`src/rtl/lccd_pkg.sv`:
```
// ----------------------------------------------------------------------------
// lccd_pkg: linear CCD readout sequencer definitions
// Phase codes, register indexes, reset values and shared types.
// ----------------------------------------------------------------------------
`default_nettype none

package lccd_pkg;

	localparam int COUNT_WIDTH_DEF = 12;
	localparam int SEG_W           = 8;
	localparam int SIG_W           = 12;
	localparam int PIX_W           = 12;
	localparam int SAMPLE_W        = 16;
	localparam int PHASE_W         = 4;
	localparam int CFG_IDX_W       = 3;
	localparam int CFG_DATA_W      = 12;

	// register indexes
	localparam logic [CFG_IDX_W-1:0] REG_LEAD     = 3'd0;
	localparam logic [CFG_IDX_W-1:0] REG_SHIELDED = 3'd1;
	localparam logic [CFG_IDX_W-1:0] REG_HEADER   = 3'd2;
	localparam logic [CFG_IDX_W-1:0] REG_SIGNAL   = 3'd3;
	localparam logic [CFG_IDX_W-1:0] REG_TRAIL    = 3'd4;

	// register reset values
	localparam logic [SEG_W-1:0] LEAD_RST     = 8'd16;
	localparam logic [SEG_W-1:0] SHIELDED_RST = 8'd13;
	localparam logic [SEG_W-1:0] HEADER_RST   = 8'd3;
	localparam logic [SIG_W-1:0] SIGNAL_RST   = 12'd3648;
	localparam logic [SEG_W-1:0] TRAIL_RST    = 8'd14;

	// item kinds
	localparam logic FUNC_START = 1'b0;
	localparam logic FUNC_TICK  = 1'b1;

	// external phase codes
	localparam logic [PHASE_W-1:0] PHC_IDLE     = 4'd0;
	localparam logic [PHASE_W-1:0] PHC_BEGIN    = 4'd1;
	localparam logic [PHASE_W-1:0] PHC_ACTIVE   = 4'd2;
	localparam logic [PHASE_W-1:0] PHC_DUMMY    = 4'd3;
	localparam logic [PHASE_W-1:0] PHC_SHIELDED = 4'd4;
	localparam logic [PHASE_W-1:0] PHC_HEADER   = 4'd5;
	localparam logic [PHASE_W-1:0] PHC_SIGNAL   = 4'd6;
	localparam logic [PHASE_W-1:0] PHC_TRAIL    = 4'd7;
	localparam logic [PHASE_W-1:0] PHC_INTEG    = 4'd8;
	localparam logic [PHASE_W-1:0] PHC_FINISH   = 4'd9;

	typedef enum logic [9:0] {
		PH_IDLE     = 10'b00_0000_0001,
		PH_BEGIN    = 10'b00_0000_0010,
		PH_ACTIVE   = 10'b00_0000_0100,
		PH_DUMMY    = 10'b00_0000_1000,
		PH_SHIELDED = 10'b00_0001_0000,
		PH_HEADER   = 10'b00_0010_0000,
		PH_SIGNAL   = 10'b00_0100_0000,
		PH_TRAIL    = 10'b00_1000_0000,
		PH_INTEG    = 10'b01_0000_0000,
		PH_FINISH   = 10'b10_0000_0000
	} phase_t;

	typedef struct packed {
		logic [SEG_W-1:0] lead;
		logic [SEG_W-1:0] shielded;
		logic [SEG_W-1:0] header;
		logic [SIG_W-1:0] signal;
		logic [SEG_W-1:0] trail;
	} cfg_t;

	typedef struct packed {
		logic                icg;
		logic                illum;
		logic [PHASE_W-1:0]  phase;
		logic                pix_valid;
		logic [PIX_W-1:0]    pix_index;
		logic [SAMPLE_W-1:0] pix_value;
		logic                done;
	} result_t;

	function automatic logic [PHASE_W-1:0] phase_code(input phase_t ph);
		logic [PHASE_W-1:0] code;
		case (ph)
			PH_IDLE:     code = PHC_IDLE;
			PH_BEGIN:    code = PHC_BEGIN;
			PH_ACTIVE:   code = PHC_ACTIVE;
			PH_DUMMY:    code = PHC_DUMMY;
			PH_SHIELDED: code = PHC_SHIELDED;
			PH_HEADER:   code = PHC_HEADER;
			PH_SIGNAL:   code = PHC_SIGNAL;
			PH_TRAIL:    code = PHC_TRAIL;
			PH_INTEG:    code = PHC_INTEG;
			PH_FINISH:   code = PHC_FINISH;
			default:     code = PHC_IDLE;
		endcase
		return code;
	endfunction

endpackage

`default_nettype wire

```
`src/rtl/lccd_seq.sv`:
```
// ----------------------------------------------------------------------------
// lccd_seq: phase sequencer and segment counter
// Holds phase, segment count, ICG and illuminator state; steps once per
// accepted item and presents the result of that step.
// ----------------------------------------------------------------------------
`default_nettype none

module lccd_seq
	import lccd_pkg::*;
#(
	parameter int COUNT_WIDTH = COUNT_WIDTH_DEF
) (
	input  wire logic                clk,
	input  wire logic                arst_n,
	input  wire logic                step,
	input  wire logic                func,
	input  wire logic [SAMPLE_W-1:0] sample,
	input  wire cfg_t                cfg,
	output result_t                  res
);

	localparam int INC_W = COUNT_WIDTH + 1;
	localparam int CMP_W = (INC_W > SIG_W) ? INC_W : SIG_W;

	phase_t                 phase_q, phase_nxt;
	logic [COUNT_WIDTH-1:0] cnt_q, cnt_nxt;
	logic                   icg_q, icg_nxt;
	logic                   illum_q, illum_nxt;

	logic [SIG_W-1:0]       seg_len;
	logic [INC_W-1:0]       cnt_inc;
	logic                   seg_end;
	logic [COUNT_WIDTH-1:0] cnt_seg;
	logic                   pix_valid;
	logic                   done;

	// length of the counted segment of the current phase
	always_comb begin
		case (phase_q)
			PH_DUMMY:    seg_len = SIG_W'(cfg.lead);
			PH_SHIELDED: seg_len = SIG_W'(cfg.shielded);
			PH_HEADER:   seg_len = SIG_W'(cfg.header);
			PH_SIGNAL:   seg_len = cfg.signal;
			PH_TRAIL:    seg_len = SIG_W'(cfg.trail);
			default:     seg_len = '0;
		endcase
	end

	assign cnt_inc = INC_W'(cnt_q) + INC_W'(1);
	assign seg_end = (CMP_W'(cnt_inc) >= CMP_W'(seg_len)) || cnt_inc[COUNT_WIDTH];
	assign cnt_seg = seg_end ? '0 : cnt_inc[COUNT_WIDTH-1:0];

	always_comb begin
		phase_nxt = phase_q;
		cnt_nxt   = cnt_q;
		icg_nxt   = icg_q;
		illum_nxt = illum_q;
		pix_valid = 1'b0;
		done      = 1'b0;
		if (func == FUNC_START) begin
			if (phase_q == PH_IDLE) begin
				illum_nxt = 1'b1;
				icg_nxt   = 1'b0;
				cnt_nxt   = '0;
				phase_nxt = PH_BEGIN;
			end
		end else begin
			case (phase_q)
				PH_BEGIN: begin
					phase_nxt = PH_ACTIVE;
				end
				PH_ACTIVE: begin
					icg_nxt   = 1'b1;
					cnt_nxt   = '0;
					phase_nxt = PH_DUMMY;
				end
				PH_DUMMY: begin
					cnt_nxt = cnt_seg;
					if (seg_end) phase_nxt = PH_SHIELDED;
				end
				PH_SHIELDED: begin
					cnt_nxt = cnt_seg;
					if (seg_end) phase_nxt = PH_HEADER;
				end
				PH_HEADER: begin
					cnt_nxt = cnt_seg;
					if (seg_end) phase_nxt = PH_SIGNAL;
				end
				PH_SIGNAL: begin
					pix_valid = 1'b1;
					cnt_nxt   = cnt_seg;
					if (seg_end) phase_nxt = PH_TRAIL;
				end
				PH_TRAIL: begin
					cnt_nxt = cnt_seg;
					if (seg_end) begin
						icg_nxt   = 1'b0;
						phase_nxt = PH_INTEG;
					end
				end
				PH_INTEG: begin
					phase_nxt = PH_FINISH;
				end
				PH_FINISH: begin
					illum_nxt = 1'b0;
					icg_nxt   = 1'b1;
					cnt_nxt   = '0;
					phase_nxt = PH_IDLE;
					done      = 1'b1;
				end
				default: begin
					phase_nxt = phase_q;
				end
			endcase
		end
	end

	always_ff @(posedge clk or negedge arst_n) begin
		if (!arst_n) begin
			phase_q <= PH_IDLE;
			cnt_q   <= '0;
			icg_q   <= 1'b1;
			illum_q <= 1'b0;
		end else if (step) begin
			phase_q <= phase_nxt;
			cnt_q   <= cnt_nxt;
			icg_q   <= icg_nxt;
			illum_q <= illum_nxt;
		end
	end

	always_comb begin
		res.icg       = icg_nxt;
		res.illum     = illum_nxt;
		res.phase     = phase_code(phase_nxt);
		res.pix_valid = pix_valid;
		res.pix_index = pix_valid ? PIX_W'({{PIX_W{1'b0}}, cnt_q}) : '0;
		res.pix_value = pix_valid ? sample : '0;
		res.done      = done;
	end

endmodule

`default_nettype wire

```
`src/rtl/linear_ccd_readout_sequencer.sv`:
```
// ----------------------------------------------------------------------------
// linear_ccd_readout_sequencer: linear CCD frame readout sequencer
// Steps through the readout phases of one frame on shift-gate ticks,
// drives ICG and illuminator, and passes out signal pixels with index.
//
// channel  signals                                        direction
// cfg      cfg_valid cfg_ready cfg_index cfg_data         in
// in       in_valid in_ready func sample                  in
// out      out_valid out_ready icg_level illuminator_on   out
//          phase pixel_valid pixel_index pixel_value
//          frame_done
//
// one item per cycle; each result appears in the cycle after its transfer,
// held in a single output register
// in_ready is low only while that register is full and out_ready is low
// cfg_ready is always high; reset restores the default segment lengths
// ----------------------------------------------------------------------------
`default_nettype none

module linear_ccd_readout_sequencer
	import lccd_pkg::*;
#(
	parameter int COUNT_WIDTH = COUNT_WIDTH_DEF
) (
	input  wire logic                  clk,
	input  wire logic                  arst_n,
	input  wire logic                  cfg_valid,
	output logic                       cfg_ready,
	input  wire logic [CFG_IDX_W-1:0]  cfg_index,
	input  wire logic [CFG_DATA_W-1:0] cfg_data,
	input  wire logic                  in_valid,
	output logic                       in_ready,
	input  wire logic                  func,
	input  wire logic [SAMPLE_W-1:0]   sample,
	output logic                       out_valid,
	input  wire logic                  out_ready,
	output logic                       icg_level,
	output logic                       illuminator_on,
	output logic [PHASE_W-1:0]         phase,
	output logic                       pixel_valid,
	output logic [PIX_W-1:0]           pixel_index,
	output logic [SAMPLE_W-1:0]        pixel_value,
	output logic                       frame_done
);

	cfg_t    cfg_q;
	result_t res;
	result_t res_q;
	logic    out_valid_q;
	logic    in_xfer;

	assign cfg_ready = 1'b1;
	assign in_ready  = !out_valid_q || out_ready;
	assign in_xfer   = in_valid && in_ready;

	always_ff @(posedge clk or negedge arst_n) begin
		if (!arst_n) begin
			cfg_q.lead     <= LEAD_RST;
			cfg_q.shielded <= SHIELDED_RST;
			cfg_q.header   <= HEADER_RST;
			cfg_q.signal   <= SIGNAL_RST;
			cfg_q.trail    <= TRAIL_RST;
		end else if (cfg_valid && cfg_ready) begin
			case (cfg_index)
				REG_LEAD:     cfg_q.lead     <= cfg_data[SEG_W-1:0];
				REG_SHIELDED: cfg_q.shielded <= cfg_data[SEG_W-1:0];
				REG_HEADER:   cfg_q.header   <= cfg_data[SEG_W-1:0];
				REG_SIGNAL:   cfg_q.signal   <= cfg_data[SIG_W-1:0];
				REG_TRAIL:    cfg_q.trail    <= cfg_data[SEG_W-1:0];
				default:      cfg_q          <= cfg_q;
			endcase
		end
	end

	lccd_seq #(
		.COUNT_WIDTH (COUNT_WIDTH)
	) u_seq (
		.clk    (clk),
		.arst_n (arst_n),
		.step   (in_xfer),
		.func   (func),
		.sample (sample),
		.cfg    (cfg_q),
		.res    (res)
	);

	// output register
	always_ff @(posedge clk or negedge arst_n) begin
		if (!arst_n) begin
			out_valid_q <= 1'b0;
		end else if (in_ready) begin
			out_valid_q <= in_valid;
		end
	end

	always_ff @(posedge clk) begin
		if (in_xfer) begin
			res_q <= res;
		end
	end

	assign out_valid      = out_valid_q;
	assign icg_level      = res_q.icg;
	assign illuminator_on = res_q.illum;
	assign phase          = res_q.phase;
	assign pixel_valid    = res_q.pix_valid;
	assign pixel_index    = res_q.pix_index;
	assign pixel_value    = res_q.pix_value;
	assign frame_done     = res_q.done;

	a_full_stall: assert property (@(posedge clk) disable iff (!arst_n)
		!in_ready |-> out_valid)
		else $error("input stalled with empty output register");

	a_illum_phase: assert property (@(posedge clk) disable iff (!arst_n)
		out_valid |-> (illuminator_on == (phase != PHC_IDLE)))
		else $error("illuminator state disagrees with phase");

	a_pixel_phase: assert property (@(posedge clk) disable iff (!arst_n)
		(out_valid && pixel_valid) |-> (phase == PHC_SIGNAL || phase == PHC_TRAIL))
		else $error("pixel reported outside signal segment");

	a_done_idle: assert property (@(posedge clk) disable iff (!arst_n)
		(out_valid && frame_done) |-> (phase == PHC_IDLE && icg_level && !pixel_valid))
		else $error("frame end without return to idle");

endmodule

`default_nettype wire
```
`config.mk`:
```
export PLATFORM = sky130hd
export DESIGN_NAME = linear_ccd_readout_sequencer
export DESIGN_NICKNAME = d
export VERILOG_FILES = /design/src/rtl/lccd_pkg.sv /design/src/rtl/lccd_seq.sv /design/src/rtl/linear_ccd_readout_sequencer.sv
export SDC_FILE = /design/constraint.sdc
export NUM_CORES = 1
export LEC_CHECK = 0
export BUFFER_PORTS_ARGS = -buffer_cell sky130_fd_sc_hd__buf_2
export CAP_MARGIN = 20
export CORE_MARGIN = 4
export CORE_UTILIZATION = 60
export CTS_BUF_LIST = sky130_fd_sc_hd__clkbuf_8
export DETAILED_ROUTE_END_ITERATION = 10
export GPL_TIMING_DRIVEN = 0
export PLACE_DENSITY = 0.92
export SETUP_SLACK_MARGIN = 0.5
export SLEW_MARGIN = 15
export SYNTH_ARGS = -nofsm -noshare
export SYNTH_HDL_FRONTEND = slang
export SYNTH_HIERARCHICAL = 1
export SYNTH_SLANG_ARGS = --single-unit
```
`constraint.sdc`:
```
create_clock -name clk -period 9.31 [get_ports clk]
set_input_delay 0.931 -clock clk [delete_from_list [all_inputs] [get_ports clk]]
set_output_delay 0.931 -clock clk [all_outputs]
set_load 0.03 [all_outputs]
```
==> results.json <==
{
  "fillers": 640,
  "synth.top_cell.area_share_pct": 24.0,
  "io_pins": 76,
  "synth_xor_area_share_pct": 2.80,
  "syn_area_um2": 5630,
  "yosysWarnings": 6,
  "ys.flop_type": "dfrtp_1",
  "final-seq-area_um2": 2830,
  "slew_headroom_pct": 35.8,
  "dp_hpwl_um": 9340,
  "ys_seq_elements": 105,
  "crit_chain": "buf_6 -> or4_4 -> buf_6 -> nor4_4 -> clkbuf_1 -> a222oi_1 -> inv_1 -> a221oi_1 -> ha_1 -> a21o_1 -> a21oi_1 -> o211ai_1 -> a21oi_1 -> nor2_1 -> a22oi_1 -> xnor2_1 -> o21ai_0 -> a32o_1",
  "crit_path_end_kind": "flop",
  "muxShareOfSynthArea_pct": 9.80,
  "layout_setup_ws_ns": 3.39,
  "ys_seq_area_share_pct": 50.2,
  "num_rows": 35,
  "ant_nets": 0,
  "wl_per_cell_um": 17.9,
  "async_reset_ff_share_pct": 65.7,
  "place.gp.congestion": 0.893,
  "syn_area_per_cell_um2": 11.1,
  "start_util_pct": 61.2,
  "worstHoldPathType": "input pin to asynchronous set/reset pin",
  "first_global_vias": 4291,
  "drt_wl_total_um": 12700,
  "cp.arrival_ns": 6.05,
  "syn-num-nets": 555,
  "drive_gt1_share_pct": 31.9,
  "maxCapViolCount": 0,
  "max_stage_delay_ns": 0.62,
  "cts_tree": "done",
  "multi_input_area_um2": 2560,
  "rsz0062_at_grt": "false",
  "dieHeight_um": 105,
  "antenna_found_initial": 1,
  "worstSkewPairLatency_ns": 0.37,
  "post_cts_resized": 0,
  "cts-hold-fix-buffers": 0,
  "synth_cells": 505,
  "clockBufferDepth": 2,
  "port_buffers": 74,
  "antennaDiodeCount": 0,
  "powerDensity_nw_per_um2": 270,
  "synth.area.top_cells": "dfrtp_1 24%, edfxtp_1 19%, mux2_2 9.8%",
  "final_util_pct": 69.1,
  "synthToLayoutAreaGrowth_pct": 12.9,
  "cp.required_ns": 9.45,
  "cts.clk_slew.worst_paths_ns": 0.11,
  "whs_ns": 0.503,
  "p_leak_nw": 2.79,
  "synth_top_area_cell": "dfrtp_1",
  "pre_cts_ws_ns": 3.63,
  "synthAdderAreaFrac_pct": 2.89,
  "synthTopCellsByCount": "56 x nand2_1, 54 x dfrtp_1, 49 x mux2_2",
  "outcome": "completed",
  "stdcell_count": 707,
  "synthSimpleGateAreaFrac_pct": 18.7,
  "vdd_drop_max_mv": 0.126,
  "drv_slew": 0,
  "grt_use_total_pct": 23.5,
  "grt_overflow": 0,
  "critPathKind": "flop to flop",
  "synth_cell_types": 70,
  "dpl.cell_count": 691,
  "synth-compound-area-share_pct": 11.3,
  "cts_num_sinks": 105,
  "num_vias": 4386,
  "synth_edf_count": 36,
  "drt-initial-drc-count": 352,
  "path_buf_inv": 4,
  "clock_skew_ns": 0.0162,
  "finalHoldViolCount": 0,
  "coreArea_um2": 9200,
  "cp_slowest_cell": "nor4_4",
  "total_power_mw": 1.72,
  "finalSetupTns_ns": 0,
  "layout_min_cycle_time_ns": 5.92,
  "drc": 0,
  "clock.fmax_mhz": 169,
  "period_share_pct": 63.5,
  "synth_most_common_cell": "nand2_1",
  "cts_made_buffers": 9,
  "place_area_um2": 6160,
  "critPathMaxFanout": 10,
  "die_area_um2": 11000,
  "ctsHtreeMaxLevel": 3,
  "drtPass1Iterations": 7,
  "grt_pass1_wl_um": 21000,
  "grt_max_degree": 38,
  "viasPerCell": 6.20,
  "synth_top_family_by_area": "simple AND/OR/NAND/NOR gates",
  "post_cts_buffers": 0,
  "fin_area_um2": 6350,
  "die-width_um": 105,
  "worstMarginPinSlew_ns": 0.955,
  "setup_viol": 0,
  "clockRootBuffer": "clkbuf_8",
  "layout.nets": 641,
  "path_delay_family": "compound AO/OA/AOI/OAI gates",
  "startpoint_type": "flop"
}
==> state kept, by name, indices dropped and copies added (netlist names) <==
register and count:
icg_level 1, pixel_valid 1, pixel_index 12, u_seq/illum_q 1
frame_done 1, u_seq/phase_q 10, u_seq/icg_q 1, cfg_q 44
pixel_value 16, u_seq/cnt_q 12, out_valid 1, illuminator_on 1
phase 4
==> layer usage <==
metal  vias to the layer above  part of all wire [%]  GRT usage, %
met1                      2120                    41          30.9
met4                         2                   1.7          7.31
met2                       198                    50          40.3
li1                       2039                     -             -
met5                         -                  0.14             0
met3                        27                   7.3          3.64
==> path summary, 6_finish.rpt <==
check                      slack [ns]              from  depth (start not counted)              end
min in group clk                 0.51   u_seq/cnt_q[11]                          2  u_seq/cnt_q[11]
max reg2reg                      3.39  u_seq/phase_q[2]                         18         phase[0]
min reg2reg                      0.51   u_seq/cnt_q[11]                          2  u_seq/cnt_q[11]
max in group asynchronous        8.19            arst_n                          2      u_seq/icg_q
max                              3.39  u_seq/phase_q[2]                         18         phase[0]
min                              0.50            arst_n                          1         cfg_q[6]
==> cell type report <==
type / count / area share [%]
Inverter: 15 / 0.886
Tap cell: 111 / 2.19
Clock inverter: 7 / 1.06
Sequential cell: 105 / 44.5
Clock buffer: 9 / 1.95
Timing Repair Buffer: 75 / 6.18
Buffer: 35 / 2.86
Multi-Input combinational cell: 350 / 40.4
==> cell families (layout without fill, tap and decap cells) <==
kind of cell	after synthesis	in the layout
AO/OA/AOI/OAI	82	82
AND/OR/NAND/NOR	187	187
other	1	1
adder cells (fa/ha/maj)	13	13
buffers and inverters	50	141
flip-flops	105	105
XOR/XNOR	18	18
multiplexers	49	49
==> where the power goes <==
group	switching, mW	total [mW]	internal [mW]
Sequential	0.0533	0.634	0.581
Combinational	0.506	0.808	0.302
Clock	0.168	0.274	0.106
==> cell usage in the layout, fill, tap and decap left out, types with 4 or more instances in the layout <==
cell,n
nand4_1,7
inv_8,4
a222oi_1,8
xnor2_1,10
dfrtp_1,54
nor3_1,7
and3_1,33
clkbuf_1,17
nand2b_1,16
inv_1,14
a32o_1,4
buf_4,6
o21ai_0,9
clkbuf_8,9
o211ai_1,4
nand3_1,12
nor2_1,25
a21oi_1,12
nand2_1,56
ha_1,13
dfstp_2,15
mux2_2,49
edfxtp_1,36
nor4_1,6
xor2_1,8
a21o_1,6
buf_2,80
Note: power is estimated with default switching activity, not from simulation.
